==> config.mk <==
export PLATFORM = sky130hd
export DESIGN_NAME = gated_window_tachometer
export DESIGN_NICKNAME = d
export VERILOG_FILES = /design/src/gwt_pkg.sv /design/src/gwt_div.sv /design/src/gated_window_tachometer.sv
export SDC_FILE = /design/constraint.sdc
export NUM_CORES = 1
export LEC_CHECK = 0
export BUFFER_PORTS_ARGS = -buffer_cell sky130_fd_sc_hd__buf_2
export CAP_MARGIN = 20
export CELL_PAD_IN_SITES_DETAIL_PLACEMENT = 1
export CELL_PAD_IN_SITES_GLOBAL_PLACEMENT = 1
export CORE_MARGIN = 3
export CORE_UTILIZATION = 55
export CTS_CLUSTER_SIZE = 24
export DETAILED_ROUTE_END_ITERATION = 8
export PLACE_DENSITY = 0.93
export SLEW_MARGIN = 20
export SYNTH_ARGS = -nofsm -noshare
export SYNTH_HDL_FRONTEND = slang
export SYNTH_SLANG_ARGS = --single-unit
==> constraint.sdc <==
create_clock -name clk -period 12 [get_ports clk]
set_clock_uncertainty 0.05 [all_clocks]
set_input_delay 0 -clock clk [delete_from_list [all_inputs] [get_ports clk]]
set_output_delay 0 -clock clk [all_outputs]
set_load 0.05 [all_outputs]
==> src/gwt_pkg.sv <==
`default_nettype none
package gwt_pkg;

  // Field widths
  localparam int CNT_W       = 16;
  localparam int MASK_W      = 3;
  localparam int CH_W        = 2;
  localparam int CFG_IDX_W   = 1;

  // Channel counts
  localparam int NUM_CHANNELS_DEF = 3;
  localparam int OUT_CHANNELS     = 3;

  // rpm = count * 60000 / elapsed_ms
  localparam int MS_PER_SECOND      = 1000;
  localparam int SECONDS_PER_MINUTE = 60;
  localparam int RPM_SCALE          = MS_PER_SECOND * SECONDS_PER_MINUTE;
  localparam int PROD_W             = 2 * CNT_W;
  localparam int STEP_W             = $clog2(CNT_W);

  localparam logic [CNT_W-1:0]  CNT_MAX        = '1;
  localparam logic [CNT_W-1:0]  WINDOW_RESET   = CNT_W'(1000);
  localparam logic [MASK_W-1:0] RAW_MASK_RESET = MASK_W'(1);

  // Request kinds
  typedef enum logic {
    REQ_TICK  = 1'b0,
    REQ_PULSE = 1'b1
  } req_kind_t;

  // Configuration register indexes
  typedef enum logic [CFG_IDX_W-1:0] {
    REG_WINDOW_MS = 1'b0,
    REG_RAW_MODE  = 1'b1
  } cfg_reg_t;

  // Window close sequencer
  typedef enum logic [1:0] {
    ST_IDLE,
    ST_CHAN,
    ST_WAIT,
    ST_EMIT
  } state_t;

  // Shared divider phases
  typedef enum logic [1:0] {
    DIV_IDLE,
    DIV_CHECK,
    DIV_ITER,
    DIV_DONE
  } div_phase_t;

endpackage
`default_nettype wire

==> src/gwt_div.sv <==
`default_nettype none
// Iterative rpm unit: one multiply, a saturation check, then one quotient
// bit per cycle of restoring division.
module gwt_div (
  input  wire logic                      clk,
  input  wire logic                      rst,
  input  wire logic                      start,
  input  wire logic [gwt_pkg::CNT_W-1:0] count,
  input  wire logic [gwt_pkg::CNT_W-1:0] divisor,
  output logic                           done,
  output logic [gwt_pkg::CNT_W-1:0]      quotient,
  output logic                           sat
);

  gwt_pkg::div_phase_t phase, phase_next;

  logic [gwt_pkg::PROD_W-1:0] prod;
  logic [gwt_pkg::CNT_W-1:0]  rem;
  logic [gwt_pkg::CNT_W-1:0]  quo;
  logic [gwt_pkg::STEP_W-1:0] step;
  logic                       sat_r;

  logic                       over;
  logic [gwt_pkg::CNT_W:0]    trial;
  logic                       fits;
  logic                       last_step;

  // Quotient exceeds 16 bits when the high half of the product >= divisor
  assign over      = (prod[gwt_pkg::PROD_W-1:gwt_pkg::CNT_W] >= divisor);
  assign trial     = {rem, quo[gwt_pkg::CNT_W-1]};
  assign fits      = (trial >= {1'b0, divisor});
  assign last_step = (step == gwt_pkg::STEP_W'(gwt_pkg::CNT_W - 1));

  // Next phase
  always_comb begin
    phase_next = phase;
    case (phase)
      gwt_pkg::DIV_IDLE:  if (start) phase_next = gwt_pkg::DIV_CHECK;
      gwt_pkg::DIV_CHECK: phase_next = over ? gwt_pkg::DIV_DONE : gwt_pkg::DIV_ITER;
      gwt_pkg::DIV_ITER:  if (last_step) phase_next = gwt_pkg::DIV_DONE;
      gwt_pkg::DIV_DONE:  phase_next = gwt_pkg::DIV_IDLE;
      default:            phase_next = gwt_pkg::DIV_IDLE;
    endcase
  end

  // Outputs
  always_comb begin
    done     = (phase == gwt_pkg::DIV_DONE);
    quotient = quo;
    sat      = sat_r;
  end

  always_ff @(posedge clk) begin
    if (rst) begin
      phase <= gwt_pkg::DIV_IDLE;
    end else begin
      phase <= phase_next;
    end
  end

  // Datapath
  always_ff @(posedge clk) begin
    case (phase)
      gwt_pkg::DIV_IDLE: begin
        if (start) begin
          prod <= {{gwt_pkg::CNT_W{1'b0}}, count} *
                  gwt_pkg::PROD_W'(gwt_pkg::RPM_SCALE);
        end
      end
      gwt_pkg::DIV_CHECK: begin
        step <= '0;
        if (over) begin
          quo   <= gwt_pkg::CNT_MAX;
          sat_r <= 1'b1;
        end else begin
          rem   <= prod[gwt_pkg::PROD_W-1:gwt_pkg::CNT_W];
          quo   <= prod[gwt_pkg::CNT_W-1:0];
          sat_r <= 1'b0;
        end
      end
      gwt_pkg::DIV_ITER: begin
        step <= step + 1'b1;
        if (fits) begin
          rem <= gwt_pkg::CNT_W'(trial - {1'b0, divisor});
          quo <= {quo[gwt_pkg::CNT_W-2:0], 1'b1};
        end else begin
          rem <= trial[gwt_pkg::CNT_W-1:0];
          quo <= {quo[gwt_pkg::CNT_W-2:0], 1'b0};
        end
      end
      default: ;
    endcase
  end

endmodule
`default_nettype wire

==> src/gated_window_tachometer.sv <==
// Requests are accepted back to back while no close is in progress. A tick that
// closes the window stalls input for the close: each channel in turn is recorded
// raw, as zero if absent, or as rpm from the shared divider (multiply, saturation
// check, 16 quotient bits, skipped when it saturates), then the output is loaded,
// waiting while a stalled result holds it. A pending result does not block input.
// Synchronous reset clears counters, sets window 1000 ms and channel 0 to raw.
`default_nettype none
module gated_window_tachometer #(
  parameter int NUM_CHANNELS = gwt_pkg::NUM_CHANNELS_DEF
) (
  input  wire logic                          clk,
  input  wire logic                          rst,
  // input requests
  input  wire logic                          in_valid,
  output logic                               in_stall,
  input  wire logic                          req_type,
  input  wire logic [gwt_pkg::CH_W-1:0]      channel,
  // configuration
  input  wire logic                          cfg_we,
  input  wire logic [gwt_pkg::CFG_IDX_W-1:0] cfg_index,
  input  wire logic [gwt_pkg::CNT_W-1:0]     cfg_data,
  // results
  output logic                               out_valid,
  input  wire logic                          out_stall,
  output logic [gwt_pkg::CNT_W-1:0]          value_ch0,
  output logic [gwt_pkg::CNT_W-1:0]          value_ch1,
  output logic [gwt_pkg::CNT_W-1:0]          value_ch2,
  output logic [gwt_pkg::CNT_W-1:0]          elapsed_ticks,
  output logic [gwt_pkg::MASK_W-1:0]         sat_flags
);

  localparam int OC = gwt_pkg::OUT_CHANNELS;

  gwt_pkg::state_t state, state_next;

  logic [gwt_pkg::CNT_W-1:0]  window_ms;
  logic [gwt_pkg::MASK_W-1:0] raw_mode_mask;

  logic [gwt_pkg::CNT_W-1:0] cnt [NUM_CHANNELS];
  logic [gwt_pkg::CNT_W-1:0] elapsed;
  logic [gwt_pkg::CNT_W-1:0] elapsed_inc;

  logic [gwt_pkg::CNT_W-1:0] snap [OC];
  logic [gwt_pkg::CNT_W-1:0] snap_elapsed;
  logic [gwt_pkg::CNT_W-1:0] res_val [OC];
  logic [OC-1:0]             res_sat;
  logic [gwt_pkg::CH_W-1:0]  ch_idx;

  logic accept;
  logic is_tick;
  logic close;
  logic chan_absent;
  logic chan_raw;
  logic chan_last;

  logic                      div_start;
  logic                      div_done;
  logic [gwt_pkg::CNT_W-1:0] div_q;
  logic                      div_sat;

  logic                      rec_en;
  logic [gwt_pkg::CNT_W-1:0] rec_val;
  logic                      rec_sat;
  logic                      emit_load;

  assign accept      = in_valid && !in_stall;
  assign is_tick     = (req_type == gwt_pkg::REQ_TICK);
  assign elapsed_inc = elapsed + 1'b1;
  assign close       = accept && is_tick &&
                       ((elapsed_inc > window_ms) || (elapsed_inc == gwt_pkg::CNT_MAX));

  assign chan_absent = (32'(ch_idx) >= NUM_CHANNELS);
  assign chan_raw    = raw_mode_mask[ch_idx];
  assign chan_last   = (ch_idx == gwt_pkg::CH_W'(OC - 1));

  // Configuration writes
  always_ff @(posedge clk) begin
    if (rst) begin
      window_ms     <= gwt_pkg::WINDOW_RESET;
      raw_mode_mask <= gwt_pkg::RAW_MASK_RESET;
    end else if (cfg_we) begin
      case (cfg_index)
        gwt_pkg::REG_WINDOW_MS: window_ms     <= cfg_data;
        gwt_pkg::REG_RAW_MODE:  raw_mode_mask <= cfg_data[gwt_pkg::MASK_W-1:0];
        default: ;
      endcase
    end
  end

  // Pulse counters and elapsed time; cleared when the window closes
  always_ff @(posedge clk) begin
    if (rst) begin
      elapsed <= '0;
      for (int i = 0; i < NUM_CHANNELS; i++) cnt[i] <= '0;
    end else if (close) begin
      elapsed <= '0;
      for (int i = 0; i < NUM_CHANNELS; i++) cnt[i] <= '0;
    end else if (accept) begin
      if (is_tick) begin
        elapsed <= elapsed_inc;
      end else begin
        for (int i = 0; i < NUM_CHANNELS; i++) begin
          if (32'(channel) == i) cnt[i] <= cnt[i] + 1'b1;
        end
      end
    end
  end

  // Snapshot of the closing window
  always_ff @(posedge clk) begin
    if (close) begin
      snap_elapsed <= elapsed_inc;
      for (int j = 0; j < OC; j++) begin
        snap[j] <= (j < NUM_CHANNELS) ? cnt[j] : '0;
      end
    end
  end

  // Shared rpm divider
  gwt_div u_div (
    .clk      (clk),
    .rst      (rst),
    .start    (div_start),
    .count    (snap[ch_idx]),
    .divisor  (snap_elapsed),
    .done     (div_done),
    .quotient (div_q),
    .sat      (div_sat)
  );

  // Next state
  always_comb begin
    state_next = state;
    case (state)
      gwt_pkg::ST_IDLE: if (close) state_next = gwt_pkg::ST_CHAN;
      gwt_pkg::ST_CHAN: begin
        if (!chan_absent && !chan_raw) state_next = gwt_pkg::ST_WAIT;
        else if (chan_last)            state_next = gwt_pkg::ST_EMIT;
      end
      gwt_pkg::ST_WAIT: begin
        if (div_done) state_next = chan_last ? gwt_pkg::ST_EMIT : gwt_pkg::ST_CHAN;
      end
      gwt_pkg::ST_EMIT: if (!out_valid || !out_stall) state_next = gwt_pkg::ST_IDLE;
      default:          state_next = gwt_pkg::ST_IDLE;
    endcase
  end

  // Sequencer outputs
  always_comb begin
    in_stall  = (state != gwt_pkg::ST_IDLE);
    div_start = 1'b0;
    rec_en    = 1'b0;
    rec_val   = '0;
    rec_sat   = 1'b0;
    emit_load = 1'b0;
    case (state)
      gwt_pkg::ST_CHAN: begin
        if (chan_absent) begin
          rec_en = 1'b1;
        end else if (chan_raw) begin
          rec_en  = 1'b1;
          rec_val = snap[ch_idx];
        end else begin
          div_start = 1'b1;
        end
      end
      gwt_pkg::ST_WAIT: begin
        rec_en  = div_done;
        rec_val = div_q;
        rec_sat = div_sat;
      end
      gwt_pkg::ST_EMIT: emit_load = !out_valid || !out_stall;
      default: ;
    endcase
  end

  always_ff @(posedge clk) begin
    if (rst) begin
      state <= gwt_pkg::ST_IDLE;
    end else begin
      state <= state_next;
    end
  end

  // Channel walk and per-channel results
  always_ff @(posedge clk) begin
    if (rst) begin
      ch_idx <= '0;
    end else if (close) begin
      ch_idx <= '0;
    end else if (rec_en) begin
      ch_idx <= chan_last ? '0 : ch_idx + 1'b1;
    end
  end

  always_ff @(posedge clk) begin
    if (rec_en) begin
      res_val[ch_idx] <= rec_val;
      res_sat[ch_idx] <= rec_sat;
    end
  end

  // Output register
  always_ff @(posedge clk) begin
    if (rst) begin
      out_valid <= 1'b0;
    end else if (emit_load) begin
      out_valid <= 1'b1;
    end else if (!out_stall) begin
      out_valid <= 1'b0;
    end
  end

  always_ff @(posedge clk) begin
    if (emit_load) begin
      value_ch0     <= res_val[0];
      value_ch1     <= res_val[1];
      value_ch2     <= res_val[2];
      elapsed_ticks <= snap_elapsed;
      sat_flags     <= gwt_pkg::MASK_W'(res_sat);
    end
  end

endmodule
`default_nettype wire
## Word-level counts from Yosys, hierarchy flattened

Memory sizes are Yosys's and may differ from the RTL's. A register that Yosys moved wholly into a read port is not among the register bits.
Cells that the tools add are included.

- Input bits: 25
- Memory bits (writable): 144
- Logic and storage cells: 157
- Output and inout port bits: 69
- Register bits after elaboration: 144
- Memories kept: 3

Memories:

| memory | words | bits a word | read ports | clocked after memory_dff | wr ports | RTL line | source |
|---|---|---|---|---|---|---|---|
| cnt | 3 | 16 | 3 | 0 | 3 | gated_window_tachometer.sv:39 | `logic [gwt_pkg::CNT_W-1:0] cnt [NUM_CHANNELS];` |
| res_val | 3 | 16 | 3 | 3 | 1 | gated_window_tachometer.sv:45 | `logic [gwt_pkg::CNT_W-1:0] res_val [OC];` |
| snap | 3 | 16 | 1 | 1 | 3 | gated_window_tachometer.sv:43 | `logic [gwt_pkg::CNT_W-1:0] snap [OC];` |

- Reductions and logical operators: 25
- Bitwise gates (word level): 8
- Order comparisons: 6
- Multiply operators: 1
- Eq/ne operators: 19
- Add/sub/neg operators: 7
- Muxes and demuxes: 72

Operators by type and width:

| operator | number |
|---|---|
| $mux 16 | 11 |
| $pmux 16 s2 | 3 |
| $add 16x1->16 const B | 4 |
| $mux 1 | 40 |
| $mul 16x11->27 const B | 1 |
| $mux 2 | 11 |
| $ge 17x16->1 | 1 |
| $eq 16x16->1 const B | 1 |
| $ge 16x16->1 | 1 |
| $gt 16x16->1 | 1 |
| $pmux 2 s4 | 2 |
| $sub 16x16->16 | 1 |
| $eq 2x2->1 const B | 6 |
| $reduce_and 2->1 | 6 |
| $ne 2x2->1 const B | 5 |
| $pmux 4 s2 | 1 |
| $eq 2x1->1 const B | 3 |
| $logic_not 2->1 | 3 |
| $or 1x1->1 | 6 |
| $logic_and 1x1->1 | 5 |
| $logic_not 1->1 | 5 |
| $add 4x1->4 const B | 1 |
| $eq 4x4->1 const B | 1 |
| $ne 2x1->1 const B | 2 |
| other kinds (14) | 17 |

## Logic depth before layout (Yosys ltp)

- Word-level depth: 10
- Mapped depth: 23
- Gate-level depth less buffers: 21

## Hierarchy

A second synthesis with hierarchy kept.

- Cells, all modules: 1557
- Area, all modules: 18490.2 µm²

By module, submodules not included:

| module | area each (µm²) | times used | cells an instance |
|---|---|---|---|
| gated_window_tachometer | 11079.4 | 1 | 831 |
| gwt_div | 7410.9 | 1 | 726 |

## Worst setup path before layout

No wires, ideal clock.

- Kind: flip-flop to flip-flop
- Start point: register (tool-made name)
- End point: register u_div.prod[30] in the netlist's numbering, data pin
- Data arrival time: 6601 ps
- Stages on the path, launching flop included: 24
- Path buffers: 2
- Data required time: 11692 ps
- Slack: 5091 ps
- Cells stage by stage: dfxtp_1 -> clkbuf_1 -> buf_2 -> mux2i_1 -> o21ai_0 -> inv_1 -> fa_1 -> inv_1 -> fa_1 -> fa_1 -> inv_1 -> fa_1 -> inv_1 -> fa_1 -> ha_1 -> and3_1 -> and2_1 -> a221o_1 -> nor2b_1 -> a221oi_1 -> o2bb2ai_1 -> o21ai_1 -> a21oi_1 -> xnor2_1

RTL lines:

| element | RTL line | source |
|---|---|---|
| end signal: assignment | gwt_div.sv:66 | `prod <= {{gwt_pkg::CNT_W{1'b0}}, count} *` |
| end: declaration | gwt_div.sv:17 | `logic [gwt_pkg::PROD_W-1:0] prod;` |

==> impl_metrics.json <==
{
  "die_width_microns": 187,
  "syn2layout_area_growth_pct": 14.7,
  "cts_buffer_depth": 3,
  "synth_seq_area_share_pct": 53.7,
  "slew_at_the_pin_closest_to_its_max_slew_limit_ns": 1.07,
  "post_synthesis_cells": 1500,
  "gp_congestion": 0.878,
  "via_per_inst": 6.24,
  "dp_hpwl_microns": 35100,
  "fp.coreArea_sq_mm": 0.0320,
  "final_cell_mix": "294 x sky130_fd_sc_hd__edfxtp_1, 140 x sky130_fd_sc_hd__ha_1, 139 x sky130_fd_sc_hd__inv_1, 127 x sky130_fd_sc_hd__nor2_1, 99 x sky130_fd_sc_hd__a21oi_1",
  "grt_use_total_pct": 32.6,
  "hold_path_class": "in -> reg",
  "synthFlopType": "sky130_fd_sc_hd__edfxtp_1",
  "power_leakage_nw": 8.30,
  "initial_antenna_violation_count": 1,
  "final_common_cell": "sky130_fd_sc_hd__edfxtp_1",
  "cts_htree_levels": 2,
  "tritoncts": "yes",
  "clock.fmax_mhz": 119,
  "layout_min_cycle_time_ns": 8.37,
  "timing_worst_setup_path_type": "reg -> reg",
  "clk_pin_slew_ns": 0.07,
  "fin_crit_sh_pct": 69.7,
  "wl_per_cell_microns": 27.0,
  "ios": 94,
  "synth_cell_types": 70,
  "max_cap_violations": 0,
  "netlist_area_sq_mm": 0.0181,
  "initial_utilization_pct": 56.5,
  "setup_viol": 0,
  "slew_headroom_pct": 28.0,
  "yosys_register_bits": 338,
  "setup-tns-final_ns": 0,
  "final_util_pct": 64.8,
  "grt_pass1_vias": 14500,
  "detailed_place.area_sq_mm": 0.0191,
  "totalWireLength_microns": 57000,
  "drtIter0Drc": 1282,
  "critical_path.endpoint_type": "flip-flop",
  "clockRootBuffer": "sky130_fd_sc_hd__clkbuf_16",
  "post-layout-total-power_w": 0.00305,
  "critical_path_required_ns": 12.22,
  "rsz0062_at_grt": "false",
  "max-vdd-ir-drop_mv": 0.116,
  "clk_latency_ns": 0.54,
  "post_synth.cell_area_avg_sq_um": 12.0,
  "detailedRoute.firstPassIterationCount": 7,
  "cts.sink_count": 338,
  "count_of_nets_left_with_antenna_violations_after_detail_routing": 0,
  "die_area_sq_mm": 0.0351,
  "cts_buffers": 37,
  "drv_slew": 0,
  "rows": 65,
  "report.final.hold_viol_count": 0,
  "async_flop_share_pct": 0,
  "finish.instance_area_sq_mm": 0.0207,
  "io_buffers": 93,
  "pin_count_of_the_biggest_net_entering_global_routing": 67,
  "detailroute.via_count": 13200,
  "grt-ovfl-total": 0,
  "powerDensity_mw_per_mm2": 147,
  "drive_above_1_share_pct": 12.0,
  "filler_cell_count": 3212,
  "grt_pass1_wl_microns": 87500,
  "drcViolationCount": 0,
  "worst-endpoint-arrival_ns": 8.59,
  "worstSetupStartpointType": "flip-flop",
  "synth_enable_flop_cells": 294,
  "fp.dieH_microns": 187,
  "postSynthNetCount": 1728,
  "final_nets": 1873,
  "run_status": "finished clean",
  "synthesis.yosys.warnings": 0,
  "timing.critical_path.fanout_max": 16
}
-- metrics by stage --
step | worst slack (ns) | cells | hold WS [ns]
floorplan | 5.09 | 1500 | 0.0678
global placement | 4.87 | 2009 | 0.155
detailed placement | 4.30 | 2009 | 0.161
CTS | 3.76 | 2107 | 0.0626
global route | 3.42 | 2108 | 0.133
finish | 3.63 | 2109 | 0.0982
-- final cells by class --
| type | instances | area (sq um) | share of cell area, % |
|---|---|---|---|
| diodes | 2 | 5.00 | 0.0242 |
| flip-flops and latches | 338 | 9710 | 46.9 |
| inverters | 139 | 522 | 2.52 |
| well taps | 435 | 544 | 2.63 |
| repair buffers | 149 | 966 | 4.66 |
| clock inverters | 21 | 275 | 1.33 |
| multi-input cells | 980 | 7690 | 37.1 |
| clock buffers | 45 | 1010 | 4.87 |
-- what timing repair did --
| action | in CTS | in global routing |
|---|---|---|
| hold buffers | 32 | 0 |
| endpoints found under the hold margin | 38 | 0 |
| gates resized for setup | 0 | 0 |
| buffers inserted | 0 | 0 |
-- routing by layer --
metal | up-vias | wire (microns) | track usage [%]
met5 | - | 0 | 0
met2 | 715 | 28800 | 57.1
met1 | 6626 | 21000 | 37.9
met4 | 0 | 3640 | 18.3
li1 | 5575 | - | -
met3 | 241 | 3550 | 5.53
-- worst paths after layout --
path	startpoint	to	slack, ns	depth (start not counted)
min	channel[0]	cnt[0][31]	0.1	4
min reg2reg	res_val[1][1]	value_ch1[1]	0.37	0
max reg2reg	flip-flop	u_div.prod[28]	3.63	21
max	flip-flop	u_div.prod[28]	3.63	21
-- state kept, by name (all words and copies together) (netlist names), 16 cells and up, named ones only --
register / count
u_div.quotient: 16
elapsed: 16
snap_elapsed: 16
cnt: 48
value_ch2: 16
u_div.rem: 16
value_ch0: 16
elapsed_ticks: 16
snap: 48
res_val: 48
value_ch1: 16
u_div.prod: 27
window_ms: 16
-- kinds of logic after synthesis --
| kind of cell | count (synthesis) | share of synthesized area (%) |
|---|---|---|
| and+or+nand+nor | 399 | 10.9 |
| DFF | 338 | 53.7 |
| AOI/OAI and AO/OA | 253 | 8.55 |
| adders and majority gates | 203 | 16.6 |
| buffers and inverters | 182 | 3.91 |
| xor gates and xnor gates | 93 | 4.51 |
| muxes | 32 | 1.78 |
-- report_power, final --
| part | total (W) | internal, W | switching, W | leakage [nW] |
|---|---|---|---|---|
| logic | 0.000434 | 0.000159 | 0.000274 | 4.62 |
| clock network | 0.00123 | 0.000733 | 0.000500 | 0.620 |
| registers | 0.00138 | 0.00134 | 0.0000426 | 3.06 |
| total | 0.00305 | 0.00223 | 0.000817 | 8.30 |
-- Yosys cell counts (25+ instances only) --
| library cell | count | area [sq um] |
|---|---|---|
| sky130_fd_sc_hd__edfxtp_1 | 294 | 8830 |
| sky130_fd_sc_hd__ha_1 | 141 | 1760 |
| sky130_fd_sc_hd__inv_1 | 139 | 522 |
| sky130_fd_sc_hd__nor2_1 | 128 | 480 |
| sky130_fd_sc_hd__a21oi_1 | 99 | 495 |
| sky130_fd_sc_hd__nand2_1 | 93 | 349 |
| sky130_fd_sc_hd__fa_1 | 62 | 1240 |
| sky130_fd_sc_hd__o21ai_0 | 56 | 280 |
| sky130_fd_sc_hd__xnor2_1 | 51 | 447 |
| sky130_fd_sc_hd__dfxtp_1 | 44 | 881 |
| sky130_fd_sc_hd__nor2b_1 | 43 | 269 |
| sky130_fd_sc_hd__xor2_1 | 42 | 368 |
| sky130_fd_sc_hd__mux2i_1 | 31 | 310 |
| sky130_fd_sc_hd__clkbuf_1 | 30 | 113 |
| sky130_fd_sc_hd__nand3_1 | 25 | 125 |
-- critical path: stages, from the launching register on --
cell	delay, ns
sky130_fd_sc_hd__dfxtp_1	1.01
sky130_fd_sc_hd__mux2i_1	0.18
sky130_fd_sc_hd__o21ai_0	0.87
sky130_fd_sc_hd__inv_1	0.40
sky130_fd_sc_hd__fa_1	0.61
sky130_fd_sc_hd__inv_1	0.06
sky130_fd_sc_hd__fa_1	0.47
sky130_fd_sc_hd__fa_1	0.56
sky130_fd_sc_hd__inv_1	0.08
sky130_fd_sc_hd__fa_1	0.55
sky130_fd_sc_hd__fa_1	0.62
sky130_fd_sc_hd__inv_1	0.08
sky130_fd_sc_hd__ha_1	0.41
sky130_fd_sc_hd__and3_1	0.18
sky130_fd_sc_hd__and2_1	0.20
sky130_fd_sc_hd__a221o_1	0.41
sky130_fd_sc_hd__nor2b_1	0.16
sky130_fd_sc_hd__a221oi_1	0.34
sky130_fd_sc_hd__o2bb2ai_1	0.27
sky130_fd_sc_hd__o21bai_1	0.17
sky130_fd_sc_hd__a21oi_1	0.24
sky130_fd_sc_hd__xnor2_1	0.15
Power figures use the tool's default switching activity.
